===== src/design/mavl_pkg.sv =====
// ----------------------------------------------------------------------------
// Moving-average level alarm package
// Shared types and constants for the level alarm block.
// ----------------------------------------------------------------------------
`default_nettype none

package mavl_pkg;

    localparam int CFG_W   = 12;
    localparam int CFG_IDX_W = 2;
    localparam int OUT_W   = 12;
    localparam int CLASS_W = 2;

    // Configuration register indexes
    localparam logic [CFG_IDX_W-1:0] CFG_GOOD_LIMIT = 2'd0;
    localparam logic [CFG_IDX_W-1:0] CFG_WARN_LIMIT = 2'd1;
    localparam logic [CFG_IDX_W-1:0] CFG_HYSTERESIS = 2'd2;

    // Reset values of the configuration registers
    localparam logic [CFG_W-1:0] GOOD_LIMIT_RST = 12'd1000;
    localparam logic [CFG_W-1:0] WARN_LIMIT_RST = 12'd2000;
    localparam logic [CFG_W-1:0] HYSTERESIS_RST = 12'd100;

    // Level grades
    localparam logic [CLASS_W-1:0] CLASS_GOOD = 2'd0;
    localparam logic [CLASS_W-1:0] CLASS_WARN = 2'd1;
    localparam logic [CLASS_W-1:0] CLASS_BAD  = 2'd2;

    typedef struct packed {
        logic [CFG_W-1:0] good_limit;
        logic [CFG_W-1:0] warn_limit;
        logic [CFG_W-1:0] hysteresis;
    } cfg_regs_t;

    typedef enum logic [1:0] {
        ST_IDLE,
        ST_UPDATE,
        ST_DIVIDE,
        ST_EMIT
    } state_t;

endpackage

`default_nettype wire


===== src/design/mavl_ram.sv =====
// ----------------------------------------------------------------------------
// Generic single-port-write RAM
// One write port and one read port with registered read data.
// ----------------------------------------------------------------------------
`default_nettype none

module mavl_ram #(
    parameter int WIDTH = 12,
    parameter int DEPTH = 8
) (
    input  wire logic                                     clk,
    input  wire logic                                     wr_en,
    input  wire logic [(DEPTH > 1 ? $clog2(DEPTH) : 1)-1:0] wr_addr,
    input  wire logic [WIDTH-1:0]                         wr_data,
    input  wire logic [(DEPTH > 1 ? $clog2(DEPTH) : 1)-1:0] rd_addr,
    output logic      [WIDTH-1:0]                         rd_data
);

    logic [WIDTH-1:0] mem [DEPTH];
    logic [WIDTH-1:0] rd_data_reg;

    always_ff @(posedge clk)
    begin
        if (wr_en)
        begin
            mem[wr_addr] <= wr_data;
        end
        rd_data_reg <= mem[rd_addr];
    end

    assign rd_data = rd_data_reg;

endmodule

`default_nettype wire


===== src/design/mavl_cfg.sv =====
// ----------------------------------------------------------------------------
// Level alarm configuration registers
// Decodes writes on the configuration port into the three limit registers.
// ----------------------------------------------------------------------------
`default_nettype none

module mavl_cfg (
    input  wire logic                       clk,
    input  wire logic                       rst_n,
    input  wire logic                       cfg_wen,
    input  wire logic [mavl_pkg::CFG_IDX_W-1:0] cfg_index,
    input  wire logic [mavl_pkg::CFG_W-1:0] cfg_wdata,
    output mavl_pkg::cfg_regs_t             cfg
);

    import mavl_pkg::*;

    cfg_regs_t cfg_reg;
    cfg_regs_t cfg_next;

    always_comb
    begin
        cfg_next = cfg_reg;
        if (cfg_wen)
        begin
            case (cfg_index)
                CFG_GOOD_LIMIT: cfg_next.good_limit = cfg_wdata;
                CFG_WARN_LIMIT: cfg_next.warn_limit = cfg_wdata;
                CFG_HYSTERESIS: cfg_next.hysteresis = cfg_wdata;
                default:        cfg_next = cfg_reg;
            endcase
        end
    end

    always_ff @(posedge clk or negedge rst_n)
    begin
        if (!rst_n)
        begin
            cfg_reg.good_limit <= GOOD_LIMIT_RST;
            cfg_reg.warn_limit <= WARN_LIMIT_RST;
            cfg_reg.hysteresis <= HYSTERESIS_RST;
        end
        else
        begin
            cfg_reg <= cfg_next;
        end
    end

    assign cfg = cfg_reg;

endmodule

`default_nettype wire


===== src/design/mavl_div.sv =====
// ----------------------------------------------------------------------------
// Bit-serial restoring divider
// Shifts the dividend in one bit per cycle and keeps the low quotient bits.
// ----------------------------------------------------------------------------
`default_nettype none

module mavl_div #(
    parameter int DIVIDEND_W = 16,
    parameter int DIVISOR_W  = 4
) (
    input  wire logic                       clk,
    input  wire logic                       rst_n,
    input  wire logic                       start,
    input  wire logic [DIVIDEND_W-1:0]      dividend,
    input  wire logic [DIVISOR_W-1:0]       divisor,
    output logic                            done,
    output logic      [mavl_pkg::OUT_W-1:0] quotient
);

    import mavl_pkg::*;

    localparam int CNT_W = $clog2(DIVIDEND_W + 1);

    logic [DIVIDEND_W-1:0] dvd_reg;
    logic [DIVIDEND_W-1:0] dvd_next;
    logic [DIVISOR_W-1:0]  dsr_reg;
    logic [DIVISOR_W-1:0]  dsr_next;
    logic [DIVISOR_W-1:0]  rem_reg;
    logic [DIVISOR_W-1:0]  rem_next;
    logic [OUT_W-1:0]      quo_reg;
    logic [OUT_W-1:0]      quo_next;
    logic [CNT_W-1:0]      cnt_reg;
    logic [CNT_W-1:0]      cnt_next;
    logic                  busy_reg;
    logic                  busy_next;
    logic                  done_reg;
    logic                  done_next;
    logic [DIVISOR_W:0]    rem_shift;
    logic [DIVISOR_W:0]    rem_diff;
    logic                  q_bit;

    // The remainder stays below the divisor, so the shifted value fits in
    // one bit more than the divisor.
    assign rem_shift = {rem_reg, dvd_reg[DIVIDEND_W-1]};
    assign rem_diff  = rem_shift - {1'b0, dsr_reg};
    assign q_bit     = (rem_shift >= {1'b0, dsr_reg});

    always_comb
    begin
        dvd_next  = dvd_reg;
        dsr_next  = dsr_reg;
        rem_next  = rem_reg;
        quo_next  = quo_reg;
        cnt_next  = cnt_reg;
        busy_next = busy_reg;
        done_next = 1'b0;
        if (start)
        begin
            dvd_next  = dividend;
            dsr_next  = divisor;
            rem_next  = '0;
            quo_next  = '0;
            cnt_next  = CNT_W'(DIVIDEND_W);
            busy_next = 1'b1;
        end
        else if (busy_reg)
        begin
            dvd_next = {dvd_reg[DIVIDEND_W-2:0], 1'b0};
            rem_next = q_bit ? rem_diff[DIVISOR_W-1:0] : rem_shift[DIVISOR_W-1:0];
            quo_next = {quo_reg[OUT_W-2:0], q_bit};
            cnt_next = cnt_reg - CNT_W'(1);
            if (cnt_reg == CNT_W'(1))
            begin
                busy_next = 1'b0;
                done_next = 1'b1;
            end
        end
    end

    always_ff @(posedge clk or negedge rst_n)
    begin
        if (!rst_n)
        begin
            cnt_reg  <= '0;
            busy_reg <= 1'b0;
            done_reg <= 1'b0;
        end
        else
        begin
            cnt_reg  <= cnt_next;
            busy_reg <= busy_next;
            done_reg <= done_next;
        end
    end

    always_ff @(posedge clk)
    begin
        dvd_reg <= dvd_next;
        dsr_reg <= dsr_next;
        rem_reg <= rem_next;
        quo_reg <= quo_next;
    end

    assign done     = done_reg;
    assign quotient = quo_reg;

endmodule

`default_nettype wire


===== src/design/moving_average_level_alarm.sv =====
// ----------------------------------------------------------------------------
// Moving-average level alarm
// Averages the last WINDOW converter samples, grades the average and keeps
// an alarm latch with hysteresis.
// ----------------------------------------------------------------------------
// Samples arrive on the s_axis stream, one transaction per sample, and each
// sample gives exactly one result transaction on the m_axis stream. While
// the window fills, the average is taken over the samples seen so far.
// After acceptance, the update state adjusts the running total while the
// ring returns the oldest sample; the bit-serial divider then forms the
// average, and the result is graded and loaded into the output register.
// The block handles one sample at a time: a new sample is taken only when
// the previous one has left the divider and reached the output register.
// A result waiting in the output register does not block the next sample;
// if the receiver stalls, the finished result of the next sample waits in
// the divider until the output register frees up.
// The configuration port writes a limit register; write it only while no
// sample is in flight. Reset empties the window, clears the alarm and
// restores the limits to 1000, 2000 and 100.
// ----------------------------------------------------------------------------
`default_nettype none

module moving_average_level_alarm #(
    parameter int WINDOW      = 8,
    parameter int SAMPLE_BITS = 12
) (
    input  wire logic                                 clk,
    input  wire logic                                 rst_n,
    // s_axis_tdata: sample [SAMPLE_BITS-1:0], zero padding above
    input  wire logic                                 s_axis_tvalid,
    output logic                                      s_axis_tready,
    input  wire logic [((SAMPLE_BITS + 7) / 8)*8-1:0] s_axis_tdata,
    // m_axis_tdata: filtered_value [11:0], level_class [13:12],
    // alarm_active [14], zero padding [15]
    output logic                                      m_axis_tvalid,
    input  wire logic                                 m_axis_tready,
    output logic      [15:0]                          m_axis_tdata,
    input  wire logic                                 cfg_wen,
    input  wire logic [mavl_pkg::CFG_IDX_W-1:0]       cfg_index,
    input  wire logic [mavl_pkg::CFG_W-1:0]           cfg_wdata
);

    import mavl_pkg::*;

    localparam int FILL_W  = $clog2(WINDOW + 1);
    localparam int POS_W   = (WINDOW > 1) ? $clog2(WINDOW) : 1;
    localparam int TOTAL_W = SAMPLE_BITS + FILL_W;

    cfg_regs_t cfg;

    state_t state_reg;
    state_t state_next;

    logic [SAMPLE_BITS-1:0] sample_reg;
    logic [SAMPLE_BITS-1:0] sample_next;
    logic [TOTAL_W-1:0]     total_reg;
    logic [TOTAL_W-1:0]     total_next;
    logic [FILL_W-1:0]      fill_reg;
    logic [FILL_W-1:0]      fill_next;
    logic [POS_W-1:0]       pos_reg;
    logic [POS_W-1:0]       pos_next;
    logic                   alarm_reg;
    logic                   alarm_next;
    logic                   out_valid_reg;
    logic                   out_valid_next;
    logic [15:0]            out_data_reg;
    logic [15:0]            out_data_next;

    logic                   in_accept;
    logic                   ring_full;
    logic [SAMPLE_BITS-1:0] oldest;
    logic                   ring_wen;
    logic                   div_start;
    logic                   div_done;
    logic [OUT_W-1:0]       quotient;
    logic                   emit_ok;
    logic [CLASS_W-1:0]     grade;
    logic                   alarm_new;

    mavl_cfg u_cfg (
        .clk       (clk),
        .rst_n     (rst_n),
        .cfg_wen   (cfg_wen),
        .cfg_index (cfg_index),
        .cfg_wdata (cfg_wdata),
        .cfg       (cfg)
    );

    mavl_ram #(
        .WIDTH (SAMPLE_BITS),
        .DEPTH (WINDOW)
    ) u_ring (
        .clk     (clk),
        .wr_en   (ring_wen),
        .wr_addr (pos_reg),
        .wr_data (sample_reg),
        .rd_addr (pos_reg),
        .rd_data (oldest)
    );

    mavl_div #(
        .DIVIDEND_W (TOTAL_W),
        .DIVISOR_W  (FILL_W)
    ) u_div (
        .clk      (clk),
        .rst_n    (rst_n),
        .start    (div_start),
        .dividend (total_next),
        .divisor  (fill_next),
        .done     (div_done),
        .quotient (quotient)
    );

    assign ring_full = (fill_reg == FILL_W'(WINDOW));
    assign in_accept = s_axis_tvalid && s_axis_tready;
    assign emit_ok   = !out_valid_reg || m_axis_tready;

    // Next state
    always_comb
    begin
        state_next = state_reg;
        case (state_reg)
            ST_IDLE:
            begin
                if (s_axis_tvalid)
                begin
                    state_next = ST_UPDATE;
                end
            end
            ST_UPDATE:
            begin
                state_next = ST_DIVIDE;
            end
            ST_DIVIDE:
            begin
                if (div_done)
                begin
                    state_next = ST_EMIT;
                end
            end
            ST_EMIT:
            begin
                if (emit_ok)
                begin
                    state_next = ST_IDLE;
                end
            end
            default:
            begin
                state_next = ST_IDLE;
            end
        endcase
    end

    // State outputs
    always_comb
    begin
        s_axis_tready = 1'b0;
        ring_wen      = 1'b0;
        div_start     = 1'b0;
        case (state_reg)
            ST_IDLE:
            begin
                s_axis_tready = 1'b1;
            end
            ST_UPDATE:
            begin
                ring_wen  = 1'b1;
                div_start = 1'b1;
            end
            default:
            begin
                s_axis_tready = 1'b0;
            end
        endcase
    end

    // Window bookkeeping; the ring read data holds the oldest sample while
    // in the update state.
    always_comb
    begin
        sample_next = sample_reg;
        total_next  = total_reg;
        fill_next   = fill_reg;
        pos_next    = pos_reg;
        if (in_accept)
        begin
            sample_next = s_axis_tdata[SAMPLE_BITS-1:0];
        end
        if (state_reg == ST_UPDATE)
        begin
            if (ring_full)
            begin
                total_next = total_reg - TOTAL_W'(oldest) + TOTAL_W'(sample_reg);
            end
            else
            begin
                total_next = total_reg + TOTAL_W'(sample_reg);
                fill_next  = fill_reg + FILL_W'(1);
            end
            if (pos_reg == POS_W'(WINDOW - 1))
            begin
                pos_next = '0;
            end
            else
            begin
                pos_next = pos_reg + POS_W'(1);
            end
        end
    end

    // Grading and alarm latch
    always_comb
    begin
        if (quotient < cfg.good_limit)
        begin
            grade = CLASS_GOOD;
        end
        else if (quotient <= cfg.warn_limit)
        begin
            grade = CLASS_WARN;
        end
        else
        begin
            grade = CLASS_BAD;
        end

        alarm_new = alarm_reg;
        if (!alarm_reg)
        begin
            if (quotient > cfg.warn_limit)
            begin
                alarm_new = 1'b1;
            end
        end
        else if ((cfg.hysteresis <= cfg.warn_limit) &&
                 (quotient <= (cfg.warn_limit - cfg.hysteresis)))
        begin
            alarm_new = 1'b0;
        end
    end

    always_comb
    begin
        alarm_next     = alarm_reg;
        out_valid_next = out_valid_reg;
        out_data_next  = out_data_reg;
        if (out_valid_reg && m_axis_tready)
        begin
            out_valid_next = 1'b0;
        end
        if ((state_reg == ST_EMIT) && emit_ok)
        begin
            alarm_next     = alarm_new;
            out_valid_next = 1'b1;
            out_data_next  = {1'b0, alarm_new, grade, quotient};
        end
    end

    always_ff @(posedge clk or negedge rst_n)
    begin
        if (!rst_n)
        begin
            state_reg     <= ST_IDLE;
            total_reg     <= '0;
            fill_reg      <= '0;
            pos_reg       <= '0;
            alarm_reg     <= 1'b0;
            out_valid_reg <= 1'b0;
        end
        else
        begin
            state_reg     <= state_next;
            total_reg     <= total_next;
            fill_reg      <= fill_next;
            pos_reg       <= pos_next;
            alarm_reg     <= alarm_next;
            out_valid_reg <= out_valid_next;
        end
    end

    always_ff @(posedge clk)
    begin
        sample_reg   <= sample_next;
        out_data_reg <= out_data_next;
    end

    assign m_axis_tvalid = out_valid_reg;
    assign m_axis_tdata  = out_data_reg;

endmodule

`default_nettype wire

===== config.mk =====
export PLATFORM = sky130hd
export DESIGN_NAME = moving_average_level_alarm
export DESIGN_NICKNAME = d
export VERILOG_FILES = /design/src/design/mavl_pkg.sv /design/src/design/mavl_ram.sv /design/src/design/mavl_cfg.sv /design/src/design/mavl_div.sv /design/src/design/moving_average_level_alarm.sv
export SDC_FILE = /design/constraint.sdc
export NUM_CORES = 1
export LEC_CHECK = 0
export ABC_AREA = 1
export BUFFER_PORTS_ARGS = -buffer_cell sky130_fd_sc_hd__buf_2
export CORE_MARGIN = 3
export CORE_UTILIZATION = 50
export DETAILED_ROUTE_END_ITERATION = 10
export PLACE_DENSITY = 0.75
export REMOVE_ABC_BUFFERS = 1
export SLEW_MARGIN = 20
export SYNTH_ARGS = -nofsm -noshare
export SYNTH_HDL_FRONTEND = slang
export SYNTH_SLANG_ARGS = --single-unit

===== constraint.sdc =====
create_clock -name clk -period 3.8 [get_ports clk]
set_clock_uncertainty 0.05 [all_clocks]
set_input_delay 0.76 -clock clk [delete_from_list [all_inputs] [get_ports clk]]
set_output_delay 0.76 -clock clk [all_outputs]
set_load 0.02 [all_outputs]

### Word-level counts from Yosys, hierarchy flattened

Memory sizes are Yosys's and may differ from the RTL's. A register that Yosys moved wholly into a read port is not among the register bits.
Index checks and enable logic that the tools add are counted.

| cells by class | value |
|---|---|
| add/subtract/negate cells | 8 |
| order comparisons | 6 |
| eq/ne operators | 11 |
| muxes and demuxes | 30 |
| reductions and logical operators | 14 |

Operator list:

| cell | number |
|---|---|
| 2-to-1 mux 16 bit | 4 |
| less-or-equal comparator 12 bit | 3 |
| adder 16 x 12 -> 16 bit | 2 |
| subtractor 16 x 12 -> 16 bit | 1 |
| 2-to-1 mux 1 bit | 15 |
| > comparator 12 bit | 1 |
| less-than comparator 12 bit | 1 |
| 2-to-1 mux 4 bit | 3 |
| subtractor 12 bit | 1 |
| 2-to-1 mux 5 bit | 2 |
| 2-to-1 mux 2 bit | 4 |
| case mux 2 bit (4 select lines) | 1 |
| == test 2 bit (second input constant) | 3 |
| AND reduction 2 bit | 3 |
| == test 5 x 1 -> 1 bit (second input constant) | 1 |
| >= comparator 5 x 4 -> 1 bit | 1 |
| subtractor 5 x 1 -> 5 bit (second input constant) | 1 |
| adder 4 x 1 -> 4 bit (second input constant) | 1 |
| == test 2 x 1 -> 1 bit (second input constant) | 2 |
| == test 4 bit (second input constant) | 1 |
| logical AND 1 bit | 4 |
| logical NOT 2 bit | 2 |
| != test 2 bit (second input constant) | 2 |
| nonzero test 2 bit | 2 |
| other kinds (8) | 8 |

| word-level totals | value |
|---|---|
| flip-flop bits (word level) | 133 |
| bits in writable memories | 96 |
| input bits | 35 |
| output and inout port bits | 18 |
| word-level logic and storage cells | 89 |
| memories kept | 1 |

Memory list:

| memory | words | bits a word | rd ports | clocked after Yosys merged registers in | wr ports | RTL line | RTL |
|---|---|---|---|---|---|---|---|
| u_ring.mem | 8 | 12 | 1 | 1 | 1 | mavl_ram.sv:19 | `logic [WIDTH-1:0] mem [DEPTH];` |

### Logic depth before layout (Yosys ltp)

| logic depth | value |
|---|---|
| word-level depth | 5 |
| mapped depth | 19 |
| mapped depth without buffers | 19 |

### Hierarchy

From an unflattened synthesis, not the netlist that was laid out.

| second synthesis, totals | value |
|---|---|
| cells, all modules | 1613 |
| area total of the unflattened synthesis | 13681.9 sq um |

By module, submodules not included:

| module | instances | cells an instance | area an instance (sq um) | seq. area each (sq um) |
|---|---|---|---|---|
| moving_average_level_alarm | 1 | 804 | 5749.3 | 1486.4 |
| mavl_ram | 1 | 445 | 4479.3 | 3123.0 |
| mavl_div | 1 | 202 | 1955.6 | 1096.1 |
| mavl_cfg | 1 | 162 | 1497.7 | 919.6 |

### Worst setup path after synthesis

Ideal clock, no wire load.

| timing path | value |
|---|---|
| path type | reg-to-reg |
| start point | reg u_cfg.cfg_reg, in the netlist u_cfg.cfg[12] |
| end point | reg out_data_reg[14] (netlist: m_axis_tdata[14]) (data pin) |
| library setup time | 255 ps |
| data arrival time | 2502 ps |
| required time | 3495 ps |
| slack | 993 ps |
| cell stages (with the launch flop) | 18 |
| buffers on the path | 0 |
| period minus slack after synthesis | 2807 ps |
| path through | dfrtp_1 inv_1 ha_1 inv_1 fa_1 nand3_1 nand2_1 a21oi_2 nor2_1 nor2_1 xor2_1 ha_1 nand4_1 nor3_1 nand4_1 nand2_1 nand2_1 and2_1 |

| between the ends | value |
|---|---|
| longest elaborated chain between the ends | 5 |
| elaborated cells between the ends (all ways) | 8 |
| those cells by class | 1 x add/sub; 3 x order compare; 3 x mux; 1 x reduce/logical |

Ends and longest elaborated chain:

| what | RTL line | RTL |
|---|---|---|
| from (decl) | mavl_cfg.sv:18 | `cfg_regs_t cfg_reg;` |
| from (signal assigned) | mavl_cfg.sv:45 | `cfg_reg <= cfg_next;` |
| subtractor 12 bit | moving_average_level_alarm.sv:237 | `(quotient <= (cfg.warn_limit - cfg.hysteresis)))` |
| less-or-equal comparator 12 bit | moving_average_level_alarm.sv:237 |  |
| logical AND 1 bit | moving_average_level_alarm.sv:236 | `else if ((cfg.hysteresis <= cfg.warn_limit) &&` |
| 2-to-1 mux 1 bit | moving_average_level_alarm.sv:236 |  |
| 2-to-1 mux 1 bit * | moving_average_level_alarm.sv:229 | `if (!alarm_reg)` |
| named net alarm_new | moving_average_level_alarm.sv:78 | `logic alarm_new;` |
| to (signal assigned) | moving_average_level_alarm.sv:285 | `out_data_reg <= out_data_next;` |
| to (decl) | moving_average_level_alarm.sv:66 | `logic [15:0] out_data_reg;` |

Mark *: on every way through the listed nets, which the timed path passes. The rest lies on a longest branch.
A chain may end at the register's enable or synchronous reset.

### Final worst setup path

Ends and elaborated chain as after synthesis.

==> summary.md <==
| Metric | Value |
|---|---|
| Pin count of the biggest net entering global routing | 71 |
| Setup-failing EPs final | 0 |
| Drc violations | 0 |
| Die height | 166 um |
| Critical path data arrival time | 3.42 ns |
| PnR worst setup slack | 0.619 ns |
| Final TNS setup | 0 ns |
| CTS tree | built |
| Final min period | 3.18 ns |
| Initial Util | 51.8% |
| Critical path class | reg -> reg |
| Peak supply drop | 0.492 mV |
| FF-to-FF End | m_axis_tdata[14] |
| Max-slew headroom | 30.1% |
| First-pass GRT wire length | 46300 um |
| Logic pwr share | 11.6% |
| Total wire length | 27900 um |
| Register-to-register setup slack | 0.62 ns |
| Critical path, cell by cell | inv_1 -> ha_1 -> inv_1 -> fa_1 -> nand3_1 -> nand2_1 -> a21oi_2 -> nor2_1 -> nor2_1 -> xor2_1 -> ha_1 -> nand4_1 -> nor3_1 -> nand4_1 -> nand2_1 -> nand2_1 -> and2_1 |
| Count of flip-flops with a built-in enable after synthesis | 143 |
| Congestion Overflow GR | 0 |
| Antenna violations before repair | 0 |
| Routed len/inst | 15.6 um |
| Net Sw Frac | 24.3% |
| Cts bufs inserted | 26 |
| Worst EP required | 4.03 ns |
| Internal | 4.70 mW |
| Detail Route Antenna Nets | 0 |
| Max reg flops | 96 |
| GRT Total Usage | 20.4% |
| Vias per cell | 5.25 |
| Most used cell, CP | nand2_1 |
| Slew Viols, Final | 0 |
| Status | completed |
| Pwr dens | 435 nW/um2 |
| Synth Cell Area | 12800 um2 |
| IO Count | 53 |
| Initial DRT Pass Iterations | 5 |
| Setup Fix Bufs, Post-CTS | 0 |
| Worst reg2reg path depth | 17 |
| Cells after Synth | 1379 |
| Cts repair resizes | 0 |
| Slowest stage delay, CP | 0.40 ns |
| Worst setup SP type | flip-flop |
| Total number of vias | 9358 |
| P&R area growth vs syn | 11.8% |
| Footprint of the multi-input gates | 5140 um2 |
| Skew-Pair Late Insertion Delay | 0.54 ns |
| Inserted Diodes | 0 |
| P_sw | 1.51 mW |
| Crit-path max FO | 3 |
| Maximum clock frequency | 314 MHz |
| Setup WS pre-CTS | 0.648 ns |
| Post-synthesis cell type count | 51 |
| RSZ-0062 raised after global routing | no |
| Reg2reg start | u_cfg.cfg[12] |
| H-Tree Depth | 1 |
| Mean Syn Cell Area | 9.26 um2 |
| Synth warn | 0 |
| Ys async rst share | 29.0% |
| Die width | 166 um |
| Final nets | 1580 |
| Main flop type after synthesis | edfxtp_1 |
| Hold Path Class | in -> async |
| Max clock buf depth | 3 |
| Static leakage | 6.58 nW |
| Seq/Total Area, Yosys | 51.9% |
| Register area | 6630 um2 |
| Reg power frac | 46.3% |
| Final-layout fill cell count | 2136 |
| Max stage delay cell, worst path | dfrtp_1 |
| Hold_buf cts | 0 |
| Sink Count | 241 |
| Initial DRC Count | 717 |
| Least-Margin Pin Slew | 1.05 ns |
| Row cnt | 57 |
| Root Buffer | clkbuf_16 |
| #FFs+latches synth | 241 |
| Layout cell share with drive strength beyond 1 | 12.0% |
| Clock power share | 42.2% |
| Number of global-route vias before repair | 9366 |
| Core Util, Final | 57.8% |
| CP Capture Type | flip-flop |
| Dpl hpwl | 19700 um |
| Reg clk slew, reported paths | 0.06 ns |
| Period utilisation layout | 83.7% |
| IO Port Bufs | 47 |
| Die Area | 27500 um2 |
| Max-Cap Viols | 0 |
| Core area | 24700 um2 |
| RePlAce Congestion | 0.916 |
| Final hold violation count | 0 |
[metal layers]
layer  up-vias  wire length, um  global-route usage (%)  share of wire, %
li1       4644                -                       -                 -
met1      4431            12500                    27.3                45
met2       217            13300                    34.7                48
met3        66             1440                    2.79               5.1
met4         0              757                    6.04               2.7
met5         -                0                       0                 0
[worst max path at each step]
stage,startpoint,slack [ns],end,depth (start not counted)
6_report,u_cfg.cfg[12],0.62,m_axis_tdata[14],17
5_1_grt,u_cfg.cfg[12],0.31,m_axis_tdata[14],17
4_1_cts,u_cfg.cfg[12],0.63,m_axis_tdata[14],17
3_5_place_dp,u_cfg.cfg[12],0.65,m_axis_tdata[14],17
3_3_place_gp,u_cfg.cfg[12],0.72,m_axis_tdata[14],17
2_1_floorplan,u_cfg.cfg[12],0.99,m_axis_tdata[14],17
[cells in the final DEF (no fill, tap or decap), types with 11 or more instances in the layout]
cell and count:
nor2_1 127, ha_1 91, nand3_1 47, dfstp_2 15
a21oi_1 49, inv_2 13, nand2_2 15, fa_1 15
edfxtp_1 143, nand4_1 11, inv_1 215, dfrtp_1 55
dfxtp_1 28, nor3_1 21, clkbuf_16 27, nand2_1 312
buf_2 46, o22ai_1 14, buf_4 17, o21ai_0 75
[final cells by class]
| class | instances | share of cell area (%) |
|---|---|---|
| Clock buffer | 35 | 5.15 |
| Clock inverter | 13 | 1.10 |
| Inverter | 228 | 6.00 |
| Multi-Input combinational cell | 879 | 36.0 |
| Sequential cell | 241 | 46.4 |
| Tap cell | 324 | 2.84 |
| Timing Repair Buffer | 63 | 2.51 |
[cell usage after synthesis (all sizes together) (10+ instances only)]
cell type / n / area share [%]
nor3: 24 / 1.1
xnor2: 10 / 0.69
buf: 20 / 0.88
inv: 228 / 6.7
nor2: 132 / 4.0
dfxtp: 28 / 4.4
nand4: 11 / 0.54
clkbuf: 11 / 0.32
o21ai: 89 / 3.6
o22ai: 14 / 0.69
a21oi: 53 / 2.2
xor2: 10 / 0.69
dfrtp: 55 / 11
nand3: 49 / 2.0
dfstp: 15 / 3.1
fa: 15 / 2.4
a221oi: 11 / 0.95
nand2: 329 / 10
ha: 91 / 8.9
edfxtp: 143 / 34
[power groups by stage]
stage,sequential (mW),combinational (mW),clock (mW)
2_1_floorplan,2.91,0.549,0
3_3_place_gp,2.92,0.682,0
3_5_place_dp,2.93,0.714,0
4_1_cts,2.87,0.721,2.66
5_1_grt,2.88,0.849,2.76
6_report,2.87,0.718,2.62
[kinds of logic (layout without fill, tap and decap cells)]
group	Yosys count	in the layout	synth area share, %
AOI/OAI and AO/OA	192	192	8.98
xor gates and xnor gates	20	20	1.37
adders and majority gates	106	106	11.3
buffers and inverters	259	339	7.91
DFF	241	241	51.9
other	1	1	0.0294
and+or+nand+nor	560	560	18.6
[metrics by stage]
| step | std cells | power [mW] | hold slack, ns | cell area (um2) |
|---|---|---|---|---|
| 6_report | 1783 | 6.21 | 0.313 | 14300 |
| 3_3_place_gp | 1735 | 3.61 | 0.368 | 13400 |
| 4_1_cts | 1783 | 6.26 | 0.332 | 14300 |
| 3_5_place_dp | 1735 | 3.64 | 0.368 | 13400 |
| 5_1_grt | 1783 | 6.49 | 0.341 | 14300 |
| 2_1_floorplan | 1348 | 3.46 | 0.358 | 12600 |
[critical path: cells and delay by family (launching register included)]
| kind | cells | cell delay [ns] |
|---|---|---|
| AOI/OAI and AO/OA | 1 | 0.18 |
| adders and majority gates | 3 | 0.88 |
| buffers and inverters | 2 | 0.14 |
| and+or+nand+nor | 10 | 1.17 |
| DFF | 1 | 0.40 |
| xor gates and xnor gates | 1 | 0.09 |
Power figures use the tool's default switching activity.
